--- config.mk ---
export PLATFORM = sky130hd
export DESIGN_NAME = crc16_frame_checker_core
export DESIGN_NICKNAME = d
export VERILOG_FILES = /design/src/hw/rtl/crcfc_pkg.sv /design/src/hw/rtl/crc16_frame_checker_core.sv /design/src/hw/rtl/crcfc_front.sv /design/src/hw/rtl/crcfc_queue.sv /design/src/hw/rtl/crcfc_back.sv
export VERILOG_INCLUDE_DIRS = /design/src /design/src/hw/rtl
export SDC_FILE = /design/constraint.sdc
export NUM_CORES = 1
export LEC_CHECK = 0
export ABC_AREA = 1
export ABC_CLOCK_PERIOD_IN_PS = 3000
export BUFFER_PORTS_ARGS = -buffer_cell sky130_fd_sc_hd__buf_4
export CAP_MARGIN = 20
export CORE_MARGIN = 1.5
export CORE_UTILIZATION = 61
export DETAILED_ROUTE_END_ITERATION = 6
export PLACE_DENSITY = 0.87
export SLEW_MARGIN = 20
export SYNTH_ARGS = -nofsm -noshare
export SYNTH_HDL_FRONTEND = slang
export SYNTH_HIERARCHICAL = 1
export SYNTH_SLANG_ARGS = --single-unit
--- constraint.sdc ---
create_clock -name clk -period 3 [get_ports clk]
set_clock_uncertainty 0.05 [all_clocks]
set_input_delay 0.15 -clock clk [delete_from_list [all_inputs] [get_ports clk]]
set_output_delay 0.15 -clock clk [all_outputs]
set_load 0.005 [all_outputs]
--- src/hw/rtl/crc16_frame_checker_core_assert.svh ---
`ifndef CRC16_FRAME_CHECKER_CORE_ASSERT_SVH
`define CRC16_FRAME_CHECKER_CORE_ASSERT_SVH

// Implication checked on the same edge; needs clk and rst_n in scope.
`define CRCFC_ASSERT_IMPL(name, pre, post, msg) \
  name: assert property (@(posedge clk) disable iff (!rst_n) (pre) |-> (post)) \
    else $error(msg);

// Implication checked on the following edge.
`define CRCFC_ASSERT_NEXT(name, pre, post, msg) \
  name: assert property (@(posedge clk) disable iff (!rst_n) (pre) |=> (post)) \
    else $error(msg);

// Condition that must never be seen.
`define CRCFC_ASSERT_NEVER(name, cond, msg) \
  name: assert property (@(posedge clk) disable iff (!rst_n) !(cond)) \
    else $error(msg);

`endif

--- src/hw/rtl/crcfc_pkg.sv ---
package crcfc_pkg;

  localparam logic [15:0] CRC_INIT = 16'hFFFF;
  localparam logic [15:0] CRC_POLY = 16'hA001;

  localparam int QDEPTH = 4;
  localparam int QPTR_W = $clog2(QDEPTH);
  localparam int QCNT_W = $clog2(QDEPTH + 1);

  typedef enum logic [1:0] {
    ST_GOOD     = 2'd0,
    ST_MISMATCH = 2'd1,
    ST_SHORT    = 2'd2,
    ST_OVERLONG = 2'd3
  } frame_status_t;

  typedef enum logic {
    RK_PAYLOAD = 1'b0,
    RK_STATUS  = 1'b1
  } result_kind_t;

  // Request passed from the front end to the CRC back end
  typedef struct packed {
    logic        fold;
    logic [7:0]  fold_byte;
    logic        last;
    logic        overlong;
    logic        short_frame;
    logic [7:0]  plen;
    logic [15:0] trailer;
  } cmd_t;

endpackage

--- src/hw/rtl/crc16_frame_checker_core.sv ---
// CRC-16/MODBUS frame checker. Bytes arrive on the in_ channel, with
// in_last_byte set on the final byte of a frame. The two newest bytes are held
// back as the trailer; each older byte leaves on the out_ channel as a payload
// result (kind 0) and is folded into the CRC (reflected 0xA001, init 0xFFFF).
// The final byte adds a status result (kind 1): good, mismatch, too short
// (fewer than two bytes) or overlong (bytes beyond MAX_FRAME_BYTES, which are
// dropped), with the payload length and the computed CRC. One byte is taken
// per cycle while the queue is not full; a byte that both releases payload and
// closes the frame yields two results, payload then status, from the single
// output register, and a four-entry queue between the byte classifier and the
// CRC unit absorbs that burst.
module crc16_frame_checker_core import crcfc_pkg::*; #(
  parameter int MAX_FRAME_BYTES = 256
) (
  input  logic        clk,
  input  logic        rst_n,
  input  logic        in_valid,
  output logic        in_stall,
  input  logic [7:0]  in_data_byte,
  input  logic        in_last_byte,
  output logic        out_valid,
  input  logic        out_stall,
  output logic        out_result_kind,
  output logic [7:0]  out_payload_byte,
  output logic [1:0]  out_frame_status,
  output logic [7:0]  out_payload_length,
  output logic [15:0] out_computed_crc,
  output logic        out_last_of_run
);

  logic q_full;
  logic q_push;
  cmd_t q_cmd;
  logic q_pop;
  logic q_head_valid;
  cmd_t q_head;

  crcfc_front #(
    .MAX_FRAME_BYTES(MAX_FRAME_BYTES)
  ) u_front (
    .clk         (clk),
    .rst_n       (rst_n),
    .in_valid    (in_valid),
    .in_stall    (in_stall),
    .in_data_byte(in_data_byte),
    .in_last_byte(in_last_byte),
    .q_full      (q_full),
    .q_push      (q_push),
    .q_cmd       (q_cmd)
  );

  crcfc_queue u_queue (
    .clk       (clk),
    .rst_n     (rst_n),
    .push      (q_push),
    .cmd_in    (q_cmd),
    .pop       (q_pop),
    .full      (q_full),
    .head_valid(q_head_valid),
    .head      (q_head)
  );

  crcfc_back u_back (
    .clk               (clk),
    .rst_n             (rst_n),
    .head_valid        (q_head_valid),
    .head              (q_head),
    .pop               (q_pop),
    .out_valid         (out_valid),
    .out_stall         (out_stall),
    .out_result_kind   (out_result_kind),
    .out_payload_byte  (out_payload_byte),
    .out_frame_status  (out_frame_status),
    .out_payload_length(out_payload_length),
    .out_computed_crc  (out_computed_crc),
    .out_last_of_run   (out_last_of_run)
  );

endmodule

--- src/hw/rtl/crcfc_front.sv ---
module crcfc_front import crcfc_pkg::*; #(
  parameter int MAX_FRAME_BYTES = 256
) (
  input  logic       clk,
  input  logic       rst_n,
  input  logic       in_valid,
  output logic       in_stall,
  input  logic [7:0] in_data_byte,
  input  logic       in_last_byte,
  input  logic       q_full,
  output logic       q_push,
  output cmd_t       q_cmd
);

  localparam int CNT_W = $clog2(MAX_FRAME_BYTES + 1);
  localparam int EXT_W = (CNT_W > 8) ? CNT_W : 8;
  localparam logic [CNT_W-1:0] CNT_MAX = CNT_W'(MAX_FRAME_BYTES);
  localparam logic [CNT_W-1:0] CNT_TWO = CNT_W'(2);

  logic [7:0]       older_r, older_nxt;
  logic [7:0]       newer_r, newer_nxt;
  logic [CNT_W-1:0] count_r, count_nxt;
  logic             ovl_r, ovl_nxt;

  logic             take;
  logic             room;
  logic [EXT_W-1:0] cnt_ext;
  logic [EXT_W-1:0] plen_ext;

  assign in_stall = q_full;

  always_comb begin
    take      = in_valid && !q_full;
    room      = count_r < CNT_MAX;
    older_nxt = older_r;
    newer_nxt = newer_r;
    count_nxt = count_r;
    ovl_nxt   = ovl_r;

    if (take) begin
      if (room) begin
        older_nxt = newer_r;
        newer_nxt = in_data_byte;
        count_nxt = count_r + 1'b1;
      end else begin
        ovl_nxt = 1'b1;
      end
    end

    cnt_ext  = EXT_W'(count_nxt);
    plen_ext = (cnt_ext >= EXT_W'(2)) ? cnt_ext - EXT_W'(2) : '0;

    q_cmd.fold        = room && (count_r >= CNT_TWO);
    q_cmd.fold_byte   = older_r;
    q_cmd.last        = in_last_byte;
    q_cmd.overlong    = ovl_nxt;
    q_cmd.short_frame = count_nxt < CNT_TWO;
    q_cmd.plen        = (plen_ext > EXT_W'(255)) ? 8'hFF : plen_ext[7:0];
    q_cmd.trailer     = {newer_nxt, older_nxt};

    // Only requests that release a byte or close the frame reach the back end
    q_push = take && (q_cmd.fold || in_last_byte);

    // Clear for the next frame
    if (take && in_last_byte) begin
      older_nxt = '0;
      newer_nxt = '0;
      count_nxt = '0;
      ovl_nxt   = 1'b0;
    end
  end

  always_ff @(posedge clk) begin
    if (!rst_n) begin
      older_r <= '0;
      newer_r <= '0;
      count_r <= '0;
      ovl_r   <= 1'b0;
    end else begin
      older_r <= older_nxt;
      newer_r <= newer_nxt;
      count_r <= count_nxt;
      ovl_r   <= ovl_nxt;
    end
  end

endmodule

--- src/hw/rtl/crcfc_queue.sv ---
`include "crc16_frame_checker_core_assert.svh"

module crcfc_queue import crcfc_pkg::*; (
  input  logic clk,
  input  logic rst_n,
  input  logic push,
  input  cmd_t cmd_in,
  input  logic pop,
  output logic full,
  output logic head_valid,
  output cmd_t head
);

  cmd_t              entries_r [QDEPTH];
  logic [QPTR_W-1:0] wr_ptr_r, wr_ptr_nxt;
  logic [QPTR_W-1:0] rd_ptr_r, rd_ptr_nxt;
  logic [QCNT_W-1:0] fill_r, fill_nxt;

  assign full       = fill_r == QCNT_W'(QDEPTH);
  assign head_valid = fill_r != '0;
  assign head       = entries_r[rd_ptr_r];

  always_comb begin
    wr_ptr_nxt = push ? wr_ptr_r + 1'b1 : wr_ptr_r;
    rd_ptr_nxt = pop ? rd_ptr_r + 1'b1 : rd_ptr_r;
    fill_nxt   = fill_r;
    if (push && !pop) begin
      fill_nxt = fill_r + 1'b1;
    end else if (pop && !push) begin
      fill_nxt = fill_r - 1'b1;
    end
  end

  always_ff @(posedge clk) begin
    if (!rst_n) begin
      wr_ptr_r <= '0;
      rd_ptr_r <= '0;
      fill_r   <= '0;
    end else begin
      wr_ptr_r <= wr_ptr_nxt;
      rd_ptr_r <= rd_ptr_nxt;
      fill_r   <= fill_nxt;
    end
  end

  always_ff @(posedge clk) begin
    if (push) begin
      entries_r[wr_ptr_r] <= cmd_in;
    end
  end

  `CRCFC_ASSERT_NEVER(a_pop_empty, pop && !head_valid, "queue popped while empty")
  `CRCFC_ASSERT_NEVER(a_push_full, push && full, "queue pushed while full")
  `CRCFC_ASSERT_NEVER(a_fill_bound, fill_r > QCNT_W'(QDEPTH), "queue fill beyond depth")

endmodule

--- src/hw/rtl/crcfc_back.sv ---
`include "crc16_frame_checker_core_assert.svh"

module crcfc_back import crcfc_pkg::*; (
  input  logic        clk,
  input  logic        rst_n,
  input  logic        head_valid,
  input  cmd_t        head,
  output logic        pop,
  output logic        out_valid,
  input  logic        out_stall,
  output logic        out_result_kind,
  output logic [7:0]  out_payload_byte,
  output logic [1:0]  out_frame_status,
  output logic [7:0]  out_payload_length,
  output logic [15:0] out_computed_crc,
  output logic        out_last_of_run
);

  // Reflected CRC-16 over one byte, one bit per step
  function automatic logic [15:0] crc_fold(input logic [15:0] crc, input logic [7:0] b);
    logic [15:0] c;
    c = crc ^ {8'h00, b};
    for (int k = 0; k < 8; k++) begin
      c = c[0] ? ((c >> 1) ^ CRC_POLY) : (c >> 1);
    end
    return c;
  endfunction

  logic [15:0]   crc_r, crc_nxt;
  logic          fold_done_r, fold_done_nxt;
  logic          out_valid_r, out_valid_nxt;
  result_kind_t  kind_r, kind_nxt;
  logic [7:0]    byte_r, byte_nxt;
  frame_status_t status_r, status_nxt;
  logic [7:0]    plen_r, plen_nxt;
  logic [15:0]   ocrc_r, ocrc_nxt;
  logic          lor_r, lor_nxt;

  logic          load;
  logic          do_fold;
  logic [15:0]   folded;

  always_comb begin
    load          = head_valid && (!out_valid_r || !out_stall);
    do_fold       = head.fold && !fold_done_r;
    folded        = crc_fold(crc_r, head.fold_byte);
    pop           = 1'b0;
    crc_nxt       = crc_r;
    fold_done_nxt = fold_done_r;
    out_valid_nxt = out_valid_r && out_stall;
    kind_nxt      = kind_r;
    byte_nxt      = byte_r;
    status_nxt    = status_r;
    plen_nxt      = plen_r;
    ocrc_nxt      = ocrc_r;
    lor_nxt       = lor_r;

    if (load) begin
      out_valid_nxt = 1'b1;
      if (do_fold) begin
        kind_nxt   = RK_PAYLOAD;
        byte_nxt   = head.fold_byte;
        status_nxt = ST_GOOD;
        plen_nxt   = '0;
        ocrc_nxt   = '0;
        lor_nxt    = !head.last;
        crc_nxt    = folded;
        // Hold the request so its status goes out next
        if (head.last) begin
          fold_done_nxt = 1'b1;
        end else begin
          pop = 1'b1;
        end
      end else begin
        kind_nxt = RK_STATUS;
        byte_nxt = '0;
        if (head.overlong) begin
          status_nxt = ST_OVERLONG;
        end else if (head.short_frame) begin
          status_nxt = ST_SHORT;
        end else if (crc_r == head.trailer) begin
          status_nxt = ST_GOOD;
        end else begin
          status_nxt = ST_MISMATCH;
        end
        plen_nxt      = head.plen;
        ocrc_nxt      = crc_r;
        lor_nxt       = 1'b1;
        crc_nxt       = CRC_INIT;
        fold_done_nxt = 1'b0;
        pop           = 1'b1;
      end
    end
  end

  always_ff @(posedge clk) begin
    if (!rst_n) begin
      crc_r       <= CRC_INIT;
      fold_done_r <= 1'b0;
      out_valid_r <= 1'b0;
    end else begin
      crc_r       <= crc_nxt;
      fold_done_r <= fold_done_nxt;
      out_valid_r <= out_valid_nxt;
    end
  end

  always_ff @(posedge clk) begin
    kind_r   <= kind_nxt;
    byte_r   <= byte_nxt;
    status_r <= status_nxt;
    plen_r   <= plen_nxt;
    ocrc_r   <= ocrc_nxt;
    lor_r    <= lor_nxt;
  end

  assign out_valid          = out_valid_r;
  assign out_result_kind    = kind_r;
  assign out_payload_byte   = byte_r;
  assign out_frame_status   = status_r;
  assign out_payload_length = plen_r;
  assign out_computed_crc   = ocrc_r;
  assign out_last_of_run    = lor_r;

  `CRCFC_ASSERT_IMPL(a_payload_clean, out_valid_r && kind_r == RK_PAYLOAD,
    status_r == ST_GOOD && plen_r == 8'd0 && ocrc_r == 16'd0, "payload result has status fields")
  `CRCFC_ASSERT_IMPL(a_short_crc, out_valid_r && kind_r == RK_STATUS && status_r == ST_SHORT,
    ocrc_r == CRC_INIT && plen_r == 8'd0, "short frame reports folded crc or length")
  `CRCFC_ASSERT_IMPL(a_fold_phase, fold_done_r, head_valid && head.last, "fold phase without frame end")

endmodule

==> flow_metrics.tcl <==
set metrics [dict create \
    status "finished, violations left" \
    violations "DRC" \
    slew_headroom_pct 51.9 \
    die_y_um 131 \
    pwr-share-clk_pct 23.0 \
    synth_top_area_cell "edfxtp_1" \
    grt_max_degree 41 \
    synth_seq_cells 233 \
    power_mw 12.5 \
    power_density_nw_per_um2 1090 \
    hold_path_depth 5 \
    cp.required_ns 3.35 \
    postRouteAntennaNets 0 \
    core-area_um2 15900 \
    path_class "register to register" \
    grt.total_usage_pct 25.4 \
    cts-root-buf "clkbuf_16" \
    crit_chain "inv_4, o21ai_1, o22ai_1, inv_1, nor2_2, a21oi_1, inv_1, ha_1, inv_1, fa_1, o21ai_0, nor2_1" \
    hpwl_um 13000 \
    maxClockFrequency_mhz 351 \
    yosys_warnings 6 \
    arrival_ns 3.21 \
    max_stage_delay_ns 0.58 \
    worst_setup_path_end_kind "register" \
    clk_pin_slew_ns 0.07 \
    p_sw_mw 4.69 \
    r2r_setup_slack_ns 0.15 \
    cts_tree "built" \
    hold_viol 0 \
    finalSetupViolations 0 \
    power.internal_mw 7.86 \
    crit_top_cell "inv_1" \
    drc_errors 2 \
    drv_slew 0 \
    dieArea_um2 17200 \
    p_seq_share_pct 38.5 \
    h-tree-depth 1 \
    clkLatencyLatePin_ns 0.51 \
    final_layout_size_suffix_gt1_share_pct 16.3 \
    fp-row-count 46 \
    wire_per_inst_um 17.4 \
    switching_share_pct 37.3 \
    ys_seq_area_share_pct 64.5 \
    clock-sinks 233 \
    hold_slack_ns 0.151 \
    r2r_cells 12 \
    post-route-min-period_ns 2.85 \
    maxCapViolations 0 \
    cts_setup_buffers 0 \
    synth_cells 946 \
    boundaryPins 51 \
    synth_top_area_share_pct 53.9 \
    grt_pass1_vias 7031 \
    fin_nets 1032 \
    via_count 7211 \
    cts_buffers 22 \
    die_w_um 131 \
    io_buffers 50 \
    critPathLaunchType "register" \
    p_leak_nw 4.65 \
    syn_area_um2 10000 \
    syn_avg_cell_area_um2 10.6 \
    antenna_found_initial 0 \
    layout_worst_path_cycle_share_pct 95.0 \
    endpoint "u_queue/fill_r[1]" \
    slowest_stage "dfxtp_1" \
    finalWirelength_um 21600 \
    irDropWorstVdd_v 0.000578 \
    place.gp.congestion 0.842 \
    hold_path_class "primary input to register" \
    grt_pass1_wl_um 35100 \
    diodes 0 \
    drt_first_iter_violations 981 \
    synthDistinctLibCells 40 \
    start_util_pct 62.9 \
    worst_slew_pin_slew_ns 0.714 \
    via_per_inst 5.80 \
    overflow 0 \
    synth_nets 967 \
    comb_power_share_pct 38.4 \
    path_max_fanout 13 \
    first_pass_iters 7 \
    r2r_end "u_queue/fill_r[1]" \
    cts_max_path_buffers 3 \
    area_growth_pct 14.8 \
    synth_area_leaders "edfxtp_1, dfxtp_1, nor2_1" \
]
==> metal layers <==
layer  global-route usage (%)  routed length [µm]  up-vias
met5                        0                   0        -
met4                     11.5                 665        0
met3                     5.90                2130       80
met2                     41.2               10300      455
met1                     32.9                8470     3326
li1                         -                   -     3350
==> power groups by stage <==
stage               logic, mW  clock network, mW  registers (mW)
floorplan                3.33                  0            4.81
global placement         4.40                  0            4.86
detailed placement       4.58                  0            4.89
CTS                      4.70               2.92            4.82
global route             5.32               3.06            4.90
finish                   4.82               2.89            4.84
==> final cells by class <==
| class | count | area [µm²] |
|---|---|---|
| clock buffer | 27 | 621 |
| clock inverter | 13 | 141 |
| fill | 967 | 4430 |
| inverter | 118 | 452 |
| multi-input combinational | 557 | 2870 |
| sequential | 233 | 6470 |
| tap | 216 | 270 |
| timing repair buffer | 79 | 687 |
==> cells by family after synthesis <==
group,count (synthesis),share of synthesized area (%)
AO/OA/AOI/OAI,195,10.9
XOR/XNOR,21,1.91
adder cells (fa/ha/maj),8,1.07
buffers and inverters,156,7.09
flip-flops,233,64.5
AND/OR/NAND/NOR,333,14.5
==> cell usage in the layout, fill, tap and decap left out, types with 10 or more instances in the layout <==
| cell type | count |
|---|---|
| a211oi_1 | 16 |
| buf_4 | 62 |
| a21oi_1 | 32 |
| nand3_1 | 23 |
| clkbuf_16 | 23 |
| inv_2 | 10 |
| o21ai_1 | 59 |
| dlygate4sd3_1 | 11 |
| nand2_1 | 117 |
| edfxtp_1 | 180 |
| dfxtp_1 | 52 |
| o22ai_1 | 38 |
| nor2_1 | 141 |
| xnor2_1 | 11 |
| nand2_2 | 20 |
| inv_1 | 105 |
| o21ai_0 | 40 |
==> metrics by stage <==
step           instances  setup TNS (ns)  setup WS (ns)  util [%]  instance area (µm²)
2_1_floorplan        946               0          0.636         -                10000
3_3_place_gp        1192               0          0.330      66.6                10600
3_5_place_dp        1192               0          0.265      66.6                10600
4_1_cts             1243               0          0.253      72.1                11500
5_1_grt             1243       -0.000441      -0.000441      72.2                11500
6_report            1243               0          0.149      72.2                11500
==> critical path: cells and delay by family (launching register included) <==
kind	cells	cell delay (ns)
AOI/OAI and AO/OA	4	0.92
adders and majority gates	2	0.65
buffers and inverters	4	0.45
DFF	1	0.58
and+or+nand+nor	2	0.10
==> worst min-delay path by stage <==
stage	from	end	slack, ns
2_1_floorplan	rst_n	u_back/crc_r[14]	0.20
3_3_place_gp	in_last_byte	u_queue/entries_r[3][26]	0.34
3_5_place_dp	in_last_byte	u_queue/entries_r[1][26]	0.34
4_1_cts	in_valid	u_front/count_r[1]	0.13
5_1_grt	in_valid	u_front/count_r[1]	0.22
6_report	in_valid	u_front/count_r[1]	0.15
==> what timing repair did <==
action / 4_1_cts / 5_1_grt
resized for setup: 0 / 4
hold buffers: 11 / 0
endpoints found under the setup margin: 0 / 7
endpoints found under the hold margin: 31 / 0
==> registers in the layout (all words and copies together), names as in the netlist, named ones only <==
name,flops
u_queue/entries_r,144
u_back/crc_r,16
u_back/out_payload_length,8
u_front/older_r,8
u_back/out_result_kind,1
u_back/out_frame_status,2
u_back/out_payload_byte,8
u_back/out_last_of_run,1
u_front/count_r,9
u_back/out_valid,1
u_queue/rd_ptr_r,2
u_back/fold_done_r,1
u_front/newer_r,8
u_front/ovl_r,1
u_back/out_computed_crc,16
u_queue/fill_r,3
u_queue/wr_ptr_r,2
==> cells in the mapped netlist <==
cell type	number
edfxtp_1	180
nor2_1	143
nand2_1	117
inv_1	106
o21ai_1	60
dfxtp_1	53
o21ai_0	40
o22ai_1	39
a21oi_1	32
nand3_1	23
nand2_2	20
a211oi_1	16
xnor2_1	11
buf_6	10
clkbuf_1	10
buf_2	9
inv_2	9
xor2_1	9
buf_4	8
or2_2	8
ha_1	7
o211ai_1	6
nand3_2	4
nand4_1	3
nor2_2	3
nor4_1	3
nand2_4	2
nand3b_1	2
nor2_4	2
a21oi_4	1
buf_1	1
clkinv_2	1
fa_1	1
inv_4	1
inv_6	1
nand3_4	1
nand4_2	1
nor3_1	1
o21bai_1	1
xnor2_2	1
No activity file was read; power rests on OpenSTA's default activity.
